[config.mk]
export PLATFORM = sky130hd
export DESIGN_NAME = alternating_bit_sender_core_flat
export DESIGN_NICKNAME = d
export VERILOG_FILES = /design/src/sv/abs_pkg.sv /design/src/sv/abs_req_if.sv /design/src/sv/abs_res_if.sv /design/src/sv/alternating_bit_sender_core.sv /design/src/flat_wrapper.sv
export VERILOG_INCLUDE_DIRS = /design/src /design/src/sv
export SDC_FILE = /design/constraint.sdc
export NUM_CORES = 1
export LEC_CHECK = 0
export ABC_AREA = 0
export BUFFER_PORTS_ARGS = -buffer_cell sky130_fd_sc_hd__buf_2
export CAP_MARGIN = 10
export CORE_MARGIN = 2
export CORE_UTILIZATION = 65
export DETAILED_ROUTE_END_ITERATION = 8
export PLACE_DENSITY_LB_ADDON = 0.25
export RECOVER_POWER = 100
export SLEW_MARGIN = 40
export SYNTH_ARGS = -nofsm -noshare
export SYNTH_HDL_FRONTEND = slang
export SYNTH_SLANG_ARGS = --single-unit
[constraint.sdc]
create_clock -name clk -period 9.8 [get_ports clk]
set_input_delay 2.94 -clock clk [delete_from_list [all_inputs] [get_ports clk]]
set_output_delay 2.94 -clock clk [all_outputs]
set_load 0.02 [all_outputs]
[src/sv/alternating_bit_sender_core_defines.svh]
// assertion macros for the alternating bit sender core
`ifndef ALTERNATING_BIT_SENDER_CORE_DEFINES_SVH
`define ALTERNATING_BIT_SENDER_CORE_DEFINES_SVH

`ifndef SYNTHESIS
`define ABS_ASSERT_IMP(name, clk_s, rstn_s, ante, cons) \
	name: assert property (@(posedge clk_s) disable iff (!rstn_s) (ante) |-> (cons)) \
		else $error("abs assertion failed");
`define ABS_ASSERT_NXT(name, clk_s, rstn_s, ante, cons) \
	name: assert property (@(posedge clk_s) disable iff (!rstn_s) (ante) |=> (cons)) \
		else $error("abs assertion failed");
`else
`define ABS_ASSERT_IMP(name, clk_s, rstn_s, ante, cons)
`define ABS_ASSERT_NXT(name, clk_s, rstn_s, ante, cons)
`endif

`endif

[src/sv/abs_pkg.sv]
// shared types, constants and checksum helpers of the alternating bit sender
`timescale 1ns / 1ps

package abs_pkg;

	localparam int PAYLOAD_WORDS = 10;
	localparam int IDX_W         = $clog2(PAYLOAD_WORDS + 1);
	localparam int ADDR_W        = (PAYLOAD_WORDS > 1) ? $clog2(PAYLOAD_WORDS) : 1;
	localparam int WORD_W        = 16;
	localparam int FIELD_W       = 20;

	localparam logic [WORD_W-1:0] ONES16        = 16'hFFFF;
	localparam logic [WORD_W-1:0] TIMEOUT_RESET = 16'd20;

	typedef enum logic [1:0] {
		REQ_MSG_WORD = 2'd0,
		REQ_PKT_HDR  = 2'd1,
		REQ_PKT_WORD = 2'd2,
		REQ_TICK     = 2'd3
	} req_type_t;

	typedef enum logic [1:0] {
		OUT_HDR     = 2'd0,
		OUT_WORD    = 2'd1,
		OUT_CONFIRM = 2'd2
	} out_kind_t;

	typedef struct packed {
		req_type_t            req_type;
		logic [WORD_W-1:0]    data_word;
		logic                 word_last;
		logic [FIELD_W-1:0]   pkt_seq;
		logic [FIELD_W-1:0]   pkt_ack;
		logic [WORD_W-1:0]    pkt_checksum;
	} req_t;

	typedef struct packed {
		out_kind_t            out_kind;
		logic                 out_seq;
		logic                 out_ack;
		logic [WORD_W-1:0]    out_checksum;
		logic [WORD_W-1:0]    out_word;
		logic                 out_last;
	} res_t;

	// ones' complement add with end-around carry
	function automatic logic [WORD_W-1:0] fold_add16(input logic [WORD_W-1:0] a,
			input logic [WORD_W-1:0] b);
		logic [WORD_W:0] s;
		s = {1'b0, a} + {1'b0, b};
		return s[WORD_W-1:0] + WORD_W'(s[WORD_W]);
	endfunction

	// folded sum of the two wide header fields
	function automatic logic [WORD_W-1:0] fold_fields(input logic [FIELD_W-1:0] a,
			input logic [FIELD_W-1:0] b);
		logic [FIELD_W:0] s;
		logic [WORD_W:0]  t;
		s = {1'b0, a} + {1'b0, b};
		t = {1'b0, s[WORD_W-1:0]} + (WORD_W + 1)'(s[FIELD_W:WORD_W]);
		return t[WORD_W-1:0] + WORD_W'(t[WORD_W]);
	endfunction

endpackage

[src/sv/abs_req_if.sv]
// input channel: message words, incoming packet words and ticks
`timescale 1ns / 1ps

interface abs_req_if import abs_pkg::*; ();
	logic valid;
	logic ready;
	req_t payload;

	modport source (output valid, output payload, input ready);
	modport sink (input valid, input payload, output ready);
endinterface

[src/sv/abs_res_if.sv]
// output channel: packet headers, payload words and confirmations
`timescale 1ns / 1ps

interface abs_res_if import abs_pkg::*; ();
	logic valid;
	logic ready;
	res_t payload;

	modport source (output valid, output payload, input ready);
	modport sink (input valid, input payload, output ready);
endinterface

[src/sv/alternating_bit_sender_core.sv]
// Stop-and-wait sender with a one-bit sequence number. Message words, incoming packet
// words and timer ticks share the req channel; req transactions that cause no result
// are taken back to back while no burst runs. A transaction that sends a packet (last
// message word, valid NACK, timer expiry) holds off req while the header and then the
// payload words are issued, the payload read out of the packet memory one word per
// cycle while res does not stall, through its single read port; a valid ACK likewise
// holds off req until its confirmation enters the read stage. Back pressure on res
// lengthens these bursts. The payload words sit in a one-port-write, one-port-read
// synchronous memory; slots beyond the length of a short message go out as zero.
// timeout_ticks (held in timeout_q) resets to 20 and is written through cfg_we / cfg_wdata;
// the user must write it only while the block is idle, the block does not enforce this.
`timescale 1ns / 1ps
`include "alternating_bit_sender_core_defines.svh"

module alternating_bit_sender_core import abs_pkg::*; (
	input  logic              clk,
	input  logic              arst_n,
	input  logic              cfg_we,
	input  logic [WORD_W-1:0] cfg_wdata,
	abs_req_if.sink           req,
	abs_res_if.source         res
);

	typedef enum logic [1:0] {BS_IDLE, BS_HDR, BS_PAY, BS_CONF} burst_state_t;

	// sender state
	logic [WORD_W-1:0]  timeout_q;
	logic               awaiting_q;
	logic               seq_bit_q;
	logic [WORD_W-1:0]  pkt_sum_q;
	logic [WORD_W-1:0]  msg_sum_q;
	logic [IDX_W-1:0]   msg_idx_q;
	logic [IDX_W-1:0]   pkt_len_q;
	logic               drop_q;
	logic [WORD_W-1:0]  timer_cnt_q;
	logic               timer_run_q;
	logic [FIELD_W-1:0] rx_ack_q;
	logic [WORD_W-1:0]  rx_chk_q;
	logic [WORD_W-1:0]  rx_sum_q;

	// packet memory
	logic [WORD_W-1:0]  pkt_mem [PAYLOAD_WORDS];

	// burst sequencer, read stage and output register
	burst_state_t       burst_state_q;
	logic [ADDR_W-1:0]  slot_q;
	logic               valid_s1;
	out_kind_t          kind_s1;
	logic               seq_s1;
	logic [WORD_W-1:0]  chk_s1;
	logic               last_s1;
	logic               live_s1;
	logic [WORD_W-1:0]  rdata_s1;
	logic               out_valid_q;
	res_t               out_q;

	req_t               p;
	logic               accept;
	logic               s1_adv;
	logic               issue;
	logic               last_slot;
	logic               burst_done;
	logic               rd_en;
	logic               wr_en;
	logic               msg_start;
	logic               msg_drop;
	logic               msg_store;
	logic [WORD_W-1:0]  msg_base;
	logic [WORD_W-1:0]  msg_sum_nx;
	logic [IDX_W-1:0]   msg_idx_nx;
	logic [WORD_W-1:0]  rx_sum_nx;
	logic               rx_done;
	logic               timer_fire;
	logic               do_send;
	logic               do_conf;
	res_t               out_nx;

	assign p          = req.payload;
	assign accept     = req.valid && req.ready;
	assign s1_adv     = valid_s1 && (!out_valid_q || res.ready);
	assign issue      = (burst_state_q != BS_IDLE) && (!valid_s1 || s1_adv);
	assign last_slot  = (slot_q == ADDR_W'(PAYLOAD_WORDS - 1));
	assign burst_done = issue && ((burst_state_q == BS_CONF) ||
		((burst_state_q == BS_PAY) && last_slot));
	assign rd_en      = issue && (burst_state_q == BS_PAY);

	assign req.ready   = (burst_state_q == BS_IDLE) || burst_done;
	assign res.valid   = out_valid_q;
	assign res.payload = out_q;

	always_comb begin
		msg_start  = (msg_idx_q == '0) && !drop_q;
		msg_drop   = drop_q || (msg_start && awaiting_q);
		msg_store  = !msg_drop && (msg_idx_q < IDX_W'(PAYLOAD_WORDS));
		msg_base   = msg_start ? WORD_W'(seq_bit_q) : msg_sum_q;
		msg_sum_nx = msg_store ? fold_add16(msg_base, p.data_word) : msg_base;
		msg_idx_nx = msg_store ? msg_idx_q + IDX_W'(1) : msg_idx_q;
		rx_sum_nx  = fold_add16(rx_sum_q, p.data_word);
		rx_done    = p.word_last && awaiting_q &&
			(({1'b0, rx_sum_nx} + {1'b0, rx_chk_q}) == {1'b0, ONES16});
		timer_fire = timer_run_q && (timer_cnt_q <= WORD_W'(1));
		do_send    = 1'b0;
		do_conf    = 1'b0;
		wr_en      = 1'b0;
		if (accept) begin
			unique case (p.req_type)
				REQ_MSG_WORD: begin
					do_send = !msg_drop && p.word_last;
					wr_en   = msg_store;
				end
				REQ_PKT_WORD: begin
					do_conf = rx_done && (rx_ack_q == FIELD_W'(1));
					do_send = rx_done && (rx_ack_q == '0);
				end
				REQ_TICK: begin
					do_send = timer_fire;
				end
				REQ_PKT_HDR: begin
				end
			endcase
		end
	end

	always_comb begin
		out_nx.out_kind     = kind_s1;
		out_nx.out_seq      = seq_s1;
		out_nx.out_ack      = 1'b0;
		out_nx.out_checksum = chk_s1;
		out_nx.out_word     = live_s1 ? rdata_s1 : '0;
		out_nx.out_last     = last_s1;
	end

	// sender state updates
	always_ff @(posedge clk or negedge arst_n) begin
		if (!arst_n) begin
			timeout_q   <= TIMEOUT_RESET;
			awaiting_q  <= 1'b0;
			seq_bit_q   <= 1'b0;
			pkt_sum_q   <= '0;
			msg_sum_q   <= '0;
			msg_idx_q   <= '0;
			pkt_len_q   <= '0;
			drop_q      <= 1'b0;
			timer_cnt_q <= '0;
			timer_run_q <= 1'b0;
			rx_ack_q    <= '0;
			rx_chk_q    <= '0;
			rx_sum_q    <= '0;
		end else begin
			if (cfg_we) begin
				timeout_q <= cfg_wdata;
			end
			if (accept) begin
				unique case (p.req_type)
					REQ_MSG_WORD: begin
						if (msg_drop) begin
							drop_q <= !p.word_last;
						end else begin
							msg_sum_q <= msg_sum_nx;
							if (p.word_last) begin
								msg_idx_q   <= '0;
								pkt_len_q   <= msg_idx_nx;
								pkt_sum_q   <= msg_sum_nx;
								awaiting_q  <= 1'b1;
								timer_cnt_q <= timeout_q;
								timer_run_q <= 1'b1;
							end else begin
								msg_idx_q <= msg_idx_nx;
							end
						end
					end
					REQ_PKT_HDR: begin
						rx_ack_q <= p.pkt_ack;
						rx_chk_q <= p.pkt_checksum;
						rx_sum_q <= fold_fields(p.pkt_ack, p.pkt_seq);
					end
					REQ_PKT_WORD: begin
						rx_sum_q <= rx_sum_nx;
						if (do_conf) begin
							awaiting_q  <= 1'b0;
							seq_bit_q   <= !seq_bit_q;
							timer_run_q <= 1'b0;
							timer_cnt_q <= '0;
						end else if (do_send) begin
							timer_cnt_q <= timeout_q;
							timer_run_q <= 1'b1;
						end
					end
					REQ_TICK: begin
						if (timer_run_q) begin
							if (timer_fire) begin
								timer_cnt_q <= timeout_q;
							end else begin
								timer_cnt_q <= timer_cnt_q - WORD_W'(1);
							end
						end
					end
				endcase
			end
		end
	end

	// packet memory, registered read
	always_ff @(posedge clk) begin
		if (wr_en) begin
			pkt_mem[msg_idx_q[ADDR_W-1:0]] <= p.data_word;
		end
		if (rd_en) begin
			rdata_s1 <= pkt_mem[slot_q];
		end
	end

	// burst sequencer, read stage and output register
	always_ff @(posedge clk or negedge arst_n) begin
		if (!arst_n) begin
			burst_state_q <= BS_IDLE;
			slot_q        <= '0;
			valid_s1      <= 1'b0;
			kind_s1       <= OUT_HDR;
			seq_s1        <= 1'b0;
			chk_s1        <= '0;
			last_s1       <= 1'b0;
			live_s1       <= 1'b0;
			out_valid_q   <= 1'b0;
			out_q         <= '0;
		end else begin
			if (issue) begin
				valid_s1 <= 1'b1;
				unique case (burst_state_q)
					BS_HDR: begin
						kind_s1 <= OUT_HDR;
						seq_s1  <= seq_bit_q;
						chk_s1  <= ~pkt_sum_q;
						last_s1 <= 1'b0;
						live_s1 <= 1'b0;
						slot_q  <= '0;
					end
					BS_PAY: begin
						kind_s1 <= OUT_WORD;
						seq_s1  <= 1'b0;
						chk_s1  <= '0;
						last_s1 <= last_slot;
						live_s1 <= (IDX_W'(slot_q) < pkt_len_q);
						slot_q  <= slot_q + ADDR_W'(1);
					end
					BS_CONF: begin
						kind_s1 <= OUT_CONFIRM;
						seq_s1  <= 1'b0;
						chk_s1  <= '0;
						last_s1 <= 1'b1;
						live_s1 <= 1'b0;
					end
					BS_IDLE: begin
					end
				endcase
			end else if (s1_adv) begin
				valid_s1 <= 1'b0;
			end
			if (do_send) begin
				burst_state_q <= BS_HDR;
			end else if (do_conf) begin
				burst_state_q <= BS_CONF;
			end else if (burst_done) begin
				burst_state_q <= BS_IDLE;
			end else if (issue && (burst_state_q == BS_HDR)) begin
				burst_state_q <= BS_PAY;
			end
			if (s1_adv) begin
				out_valid_q <= 1'b1;
				out_q       <= out_nx;
			end else if (res.ready) begin
				out_valid_q <= 1'b0;
			end
		end
	end

	`ABS_ASSERT_IMP(a_idle_no_timer, clk, arst_n, !awaiting_q, !timer_run_q)
	`ABS_ASSERT_IMP(a_rd_wr_excl, clk, arst_n, rd_en, !wr_en)
	`ABS_ASSERT_IMP(a_msg_idx_range, clk, arst_n, 1'b1, msg_idx_q <= IDX_W'(PAYLOAD_WORDS))
	`ABS_ASSERT_IMP(a_len_set, clk, arst_n, awaiting_q, pkt_len_q != '0)
	`ABS_ASSERT_NXT(a_s1_hold, clk, arst_n, valid_s1 && !s1_adv, valid_s1 && $stable(last_s1) && $stable(kind_s1))

endmodule

[src/flat_wrapper.sv]
// flat-port wrapper written by rule: the top's interface ports become plain ports
module alternating_bit_sender_core_flat import abs_pkg::*;
  (clk, arst_n, cfg_we, cfg_wdata, req_valid, req_payload, req_ready, res_valid, res_payload, res_ready);
  abs_req_if req_i ();
  abs_res_if res_i ();
  input  logic clk;
  input  logic arst_n;
  input  logic cfg_we;
  input  logic [WORD_W-1:0] cfg_wdata;
  input wire logic [$bits(req_i.valid)-1:0] req_valid;
  input wire logic [$bits(req_i.payload)-1:0] req_payload;
  output wire logic [$bits(req_i.ready)-1:0] req_ready;
  output wire logic [$bits(res_i.valid)-1:0] res_valid;
  output wire logic [$bits(res_i.payload)-1:0] res_payload;
  input wire logic [$bits(res_i.ready)-1:0] res_ready;
  assign req_i.valid = req_valid;
  assign req_i.payload = req_payload;
  assign req_ready = req_i.ready;
  assign res_valid = res_i.valid;
  assign res_payload = res_i.payload;
  assign res_i.ready = res_ready;
  alternating_bit_sender_core u_core (.clk(clk), .arst_n(arst_n), .cfg_we(cfg_we), .cfg_wdata(cfg_wdata), .req(req_i), .res(res_i));
endmodule
=== Yosys cells after proc, flatten, opt, wreduce, memory -nomap -nowiden ===
Memory sizes are Yosys's and may differ from the RTL's. A register that Yosys moved wholly into a read port is not among the register bits.
Cells that the tools add are included.

* Add/subtract/negate cells: 11
* Magnitude comparators: 3
* Equal/unequal tests: 14
* Mux-type cells: 42
* Bitwise operators: 2
* Reduce and logical (&&, ||, !) cells: 57

{| class="wikitable"
|+ Operator list
! kind !! count
|-
| $mux W16 || 9
|-
| $pmux W16 S2 || 2
|-
| $add A16 B16 Y17 || 3
|-
| $add A16 B1 Y16 || 3
|-
| $pmux W16 S3 || 1
|-
| $add A20 B20 Y21 || 1
|-
| $eq A20 B1 Y1 const B || 1
|-
| $logic_not A20 Y1 || 1
|-
| $add A16 B5 Y17 || 1
|-
| $eq A17 B16 Y1 const B || 1
|-
| $le A16 B1 Y1 const B || 1
|-
| $logic_and A1 B1 Y1 || 16
|-
| $mux W1 || 16
|-
| $not A16 Y16 || 1
|-
| $reduce_bool A2 Y1 || 8
|-
| $sub A16 B1 Y16 const B || 1
|-
| $reduce_and A2 Y1 || 6
|-
| $reduce_and A5 Y1 || 2
|-
| $reduce_and A3 Y1 || 3
|-
| $add A4 B1 Y4 const B || 2
|-
| $eq A2 B2 Y1 const B || 4
|-
| $mux W2 || 4
|-
| $mux W4 || 2
|-
| $pmux W1 S2 || 4
|-
| 20 further kinds || 36
|}

* Register bits after elaboration: 193
* RAM bits: 160
* Bits of input ports: 96
* Output and inout bits: 39
* Word-level logic and storage cells: 157
* Memories: 1

{| class="wikitable"
|+ Memories
! memory !! words !! bits a word !! rd ports !! clocked after memory_dff !! wr ports !! line !! source
|-
| u_core.pkt_mem || 10 || 16 || 1 || 1 || 1 || alternating_bit_sender_core.sv:42 || <nowiki>logic [WORD_W-1:0] pkt_mem [PAYLOAD_WORDS];</nowiki>
|}

=== Logic depth before layout (Yosys ltp) ===
* Depth in word-level cells: 12
* Gate-level depth with buffers: 33
* Gate-level depth less buffers: 31

=== Worst setup path after synthesis ===
No wires, ideal clock.

* Path kind: input -> register
* Start point: input req_payload[57]
* End point: register u_core.timer_cnt_q[12]
* Setup time: 121 ps
* Arrival time: 8,468 ps
* Required time: 9,679 ps
* Slack: 1,211 ps
* Stages on the path: 32
* Path buffers: 1
* Cell sequence: ha_1 > inv_1 > fa_1 > nand2b_1 > a21oi_1 > a21oi_1 > o21ai_1 > a21o_1 > a21o_1 > a21o_1 > a21o_1 > ha_1 > nand3_1 > nor3_1 > and2_1 > clkbuf_1 > nand2_1 > nand4b_1 > nor3_1 > xnor3_1 > ha_1 > and4b_1 > nand4_1 > nor4_1 > nand4_1 > nor4_2 > o2111ai_1 > a2111oi_4 > nand3_2 > a21boi_4 > a22o_1 > a22o_1

* Word-level cells in the longest chain between the ends: 10
* Elaborated cells between the ends (all ways): 15
* Classes of those cells: add/sub (3); eq/ne (2); mux (6); reduce/logical (4)

{| class="wikitable"
|+ Ends and longest elaborated chain
! what !! line !! source
|-
| from (decl) || flat_wrapper.sv:11 || <nowiki>input wire logic [$bits(req_i.payload)-1:0] req_payload;</nowiki>
|-
| $add A16 B16 Y17 (*) || abs_pkg.sv:50 || <nowiki>s = {1'b0, a} + {1'b0, b};</nowiki>
|-
| $add A16 B1 Y16 (*) || abs_pkg.sv:51 || <nowiki>return s[WORD_W-1:0] + WORD_W'(s[WORD_W]);</nowiki>
|-
| $add A16 B16 Y17 (*) || alternating_bit_sender_core.sv:100 || <nowiki>(({1'b0, rx_sum_nx} + {1'b0, rx_chk_q}) == {1'b0, ONES16});</nowiki>
|-
| $eq A17 B16 Y1 (*) || alternating_bit_sender_core.sv:100 ||
|-
| $logic_and A1 B1 Y1 (*) || alternating_bit_sender_core.sv:99 || <nowiki>rx_done = p.word_last && awaiting_q &&</nowiki>
|-
| $logic_and A1 B1 Y1, on equally long branches || alternating_bit_sender_core.sv:113, alternating_bit_sender_core.sv:112 ||
|-
| $pmux W1 S3 / $mux W1 (equally long branches) || alternating_bit_sender_core.sv:106 || <nowiki>unique case (p.req_type)</nowiki>
|-
| $mux W1 || alternating_bit_sender_core.sv:105 || <nowiki>if (accept) begin</nowiki>
|-
| $ne A3 B1 Y1 (no source line) / $mux W16 (equally long branches) || n/a ||
|-
| $reduce_and A6 Y1 (no source line) / $pmux W16 S3 (equally long branches) || n/a ||
|-
| to (signal assigned) || alternating_bit_sender_core.sv:165 || <nowiki>timer_cnt_q <= timeout_q;</nowiki>
|-
| to (signal assigned) || alternating_bit_sender_core.sv:185 || <nowiki>timer_cnt_q <= timeout_q;</nowiki>
|-
| to (signal assigned) || alternating_bit_sender_core.sv:192 || <nowiki>timer_cnt_q <= timeout_q;</nowiki>
|-
| to (decl) || alternating_bit_sender_core.sv:35 || <nowiki>logic [WORD_W-1:0] timer_cnt_q;</nowiki>
|}

Mark *: on every way between the ends. The rest lies on a longest branch, timed or not.
A chain may end at the register's enable or synchronous reset.

=== Final worst setup path ===
* Start point: input req_payload[57]
* End point: register u_core.timer_cnt_q[8]

The elaborated chain is that of the path after synthesis.

==> impl_metrics.toml <==
[synth]
syn_nets = 1945
synth-edff-count = 176
ys_warn_count = 0
synth_area_um2 = 19800
synth_cell_types = 86
synth_top_flop_cell = "dfrtp_1"
synth-async-reset-ratio_pct = 52.3
syn_area_per_cell_um2 = 11.4
ys_seq_area_share_pct = 51.0
ys_seq_elements = 369
synth_cells = 1742

[global_routing]
grt_pass1_wl_um = 73800
grt_max_degree = 68
first_global_vias = 14000
antenna_found_initial = 1
grt_overflow = 0
grt_usage_pct = 29.6

[power]
comb_power_share_pct = 45.9
power_density_nw_per_um2 = 320
switching_share_pct = 39.7
cellInternalPower_mw = 4.25
power.switching_mw = 2.80
seqPwrFrac_pct = 32.7
clkPwrFrac_pct = 21.5
leakage_nw = 8.83
ir_worst_vdd_uv = 202

[cells_and_area]
nets = 2054
drive_gt1_share_pct = 14.5
syn2layout_area_growth_pct = 10.9

[floorplan]
rows = 63
initial_utilization_pct = 66.4
dieArea_um2 = 31900
die_y_um = 179
ioPinCount = 135
coreArea_um2 = 29900
fp.dieW_um = 179

[placement]
hpwl_um = 31200
place_congestion = 0.924
io_buffers = 133

[sta]
fin_crit_ns = 9.18
fin_skew_ns = 0.0236
fmax_mhz = 109
hold_viol_final = 0
layout_worst_path_cycle_share_pct = 93.7
drv_slew = 364
hold_ws_ns = 0.453
worst_pin_slew_ns = 3.97
slew_headroom_pct = -165
setup_viol = 0
setup_tns_ns = 0
rsz0062_at_grt = "false"

[critical_path]
cp-end-kind = "flip-flop"
arrival_ns = 9.59
critPathKind = "input pin to flip-flop"
crit_top_cell = "a21o_1"
slowest_stage = "a2111oi_4"
startpoint_type = "input pin"
max_stage_delay_ns = 0.51
critPathMaxFanout = 16
crit_required_ns = 10.20

[clock_network]
numClockSinks = 369
clk_pin_slew_ns = 0.06
cts_max_level = 2
cts_resized = 0
root_buffer = "clkbuf_16"
postCtsSetupBuffers = 0
clock_latency_ns = 0.54
holdBufCountCts = 0
cts_buffers = 38
cts_buffer_depth = 3
cts_tree = "built"

[drt]
wirelength_um = 46000
routed_via_density = 6.23
wl_per_cell_um = 20.2
drt_iter0_drc = 1161
vias = 14200
ant_nets = 0
dr.pass1.iters = 5
drc = 0

[min_path]
min_path_type = "flip-flop to flip-flop"

[outcome]
status = "finished with violations"
violations = "max-capacitance violations, max-slew violations"

[job]
max_cap_viol_count = 7
==> logic make-up after synthesis <==
| logic type | share of synthesized area, % |
|---|---|
| compound gates | 13.6 |
| xor+xnor | 4.67 |
| fa+ha+maj | 6.93 |
| buf+inv | 2.47 |
| flops | 51.0 |
| mux | 9.25 |
| other cells | 0.0189 |
| simple gates | 12.1 |
==> power groups by stage <==
stage                     clock network, mW  registers, mW  logic [mW]
after floorplan                           0           2.30        2.39
after global placement                    0           2.30        3.11
after detailed placement                  0           2.32        3.17
after CTS                              1.53           2.30        3.22
after global routing                   1.59           2.35        3.57
final                                  1.51           2.30        3.23
==> metal layers <==
layer / track usage, % / wire, um / share of wire (%)
met1: 40.3 / 19900 / 43
met5: 0 / 15 / 0.033
met3: 4.75 / 2840 / 6.2
met4: 8.47 / 1180 / 2.6
met2: 49.7 / 22100 / 48
==> cell type report <==
| class | count | area (um^2) |
|---|---|---|
| diodes | 1 | 2.50 |
| clock buffers | 54 | 1090 |
| clock inverters | 15 | 223 |
| fillers | 2058 | 7870 |
| inverters | 43 | 161 |
| multi-input cells | 1250 | 9230 |
| flip-flops and latches | 369 | 10100 |
| well taps | 390 | 488 |
| repair buffers | 149 | 687 |
==> registers in the layout, summed over array words and instances, names as in the netlist, 4 cells and up <==
name,flops
u_core.slot_q,4
u_core.rdata_s1,16
u_core.msg_sum_q,16
u_core.pkt_mem,160
u_core.timer_cnt_q,16
u_core.msg_idx_q,4
u_core.pkt_len_q,4
u_core.res.payload,36
u_core.pkt_sum_q,16
u_core.rx_chk_q,16
u_core.rx_sum_q,16
u_core.chk_s1,16
u_core.rx_ack_q,20
u_core.timeout_q,16
==> layout by cell type, fill, tap and decap left out, types with 10 or more instances in the layout <==
cell,instances
dfrtp_1,191
edfxtp_1,176
nand3_1,39
xor2_1,32
o211ai_1,13
inv_1,42
buf_2,76
o21bai_1,10
o31ai_1,27
a22oi_1,12
mux2_2,74
ha_1,101
xnor2_1,63
nor4_1,15
nand2b_1,13
nand4_1,11
o21a_1,10
and2_0,13
a211oi_1,23
mux2i_1,27
and3_1,15
nor3_1,35
a21o_1,25
nor2_1,87
mux4_2,32
nand2_1,187
nor2b_1,35
a22o_1,13
o21ai_0,112
clkbuf_1,75
clkbuf_16,41
a21oi_1,104
==> cell usage after synthesis (all sizes together), types with 17 or more instances <==
library cell | number | area share [%]
xor2 | 34 | 1.6
nor4 | 17 | 0.57
mux2 | 75 | 4.3
nand2 | 187 | 3.5
clkbuf | 63 | 1.2
buf | 17 | 0.47
dfrtp | 191 | 24
edfxtp | 176 | 27
mux4 | 32 | 3.6
nand3 | 39 | 1.0
o31ai | 27 | 1.0
a21oi | 104 | 2.6
nor2 | 87 | 1.6
o21ai | 120 | 3.1
xnor2 | 64 | 2.9
a211oi | 24 | 0.96
and2 | 20 | 0.63
inv | 42 | 0.79
nor2b | 35 | 1.1
nor3 | 35 | 0.88
a21o | 25 | 0.95
mux2i | 27 | 1.4
ha | 102 | 6.4
==> through the flow <==
step	utilization [%]	area (um^2)	total power [mW]	std cells	setup slack, ns
2_1_floorplan	-	19800	4.69	1742	1.21
3_3_place_gp	69.6	20800	5.41	2201	0.583
3_5_place_dp	69.7	20800	5.49	2201	0.292
4_1_cts	74.1	22100	7.04	2270	0.788
5_1_grt	73.7	22000	7.51	2270	0.187
6_report	73.7	22000	7.04	2271	0.616
==> worst max-delay path: cells and delay by family <==
family          cells  cell delay (ns)
compound gates     12             2.54
simple gates       13             2.58
xor+xnor            1             0.27
fa+ha+maj           4             0.98
buf+inv             2             0.26
==> worst paths after layout <==
path                                                     endpoint  slack (ns)  cells after the start                            start
worst min register to register       u_core.chk_s1[2]$_DFFE_PN0P_        0.45                      1  u_core.pkt_sum_q[2]$_DFFE_PN0P_
worst min-delay path                 u_core.chk_s1[2]$_DFFE_PN0P_        0.45                      1  u_core.pkt_sum_q[2]$_DFFE_PN0P_
worst max-delay path            u_core.timer_cnt_q[8]$_DFFE_PN0P_        0.62                     32                  req_payload[57]
worst max register to register  u_core.timer_cnt_q[8]$_DFFE_PN0P_        2.83                     31   u_core.rx_sum_q[0]$_DFFE_PN0P_
min in group asynchronous       u_core.res.payload[9]$_DFFE_PN0P_        3.76                      1                           arst_n
max in group asynchronous        u_core.msg_sum_q[12]$_DFFE_PN0P_        1.60                      2                           arst_n
(Power assumes the default switching activity.)
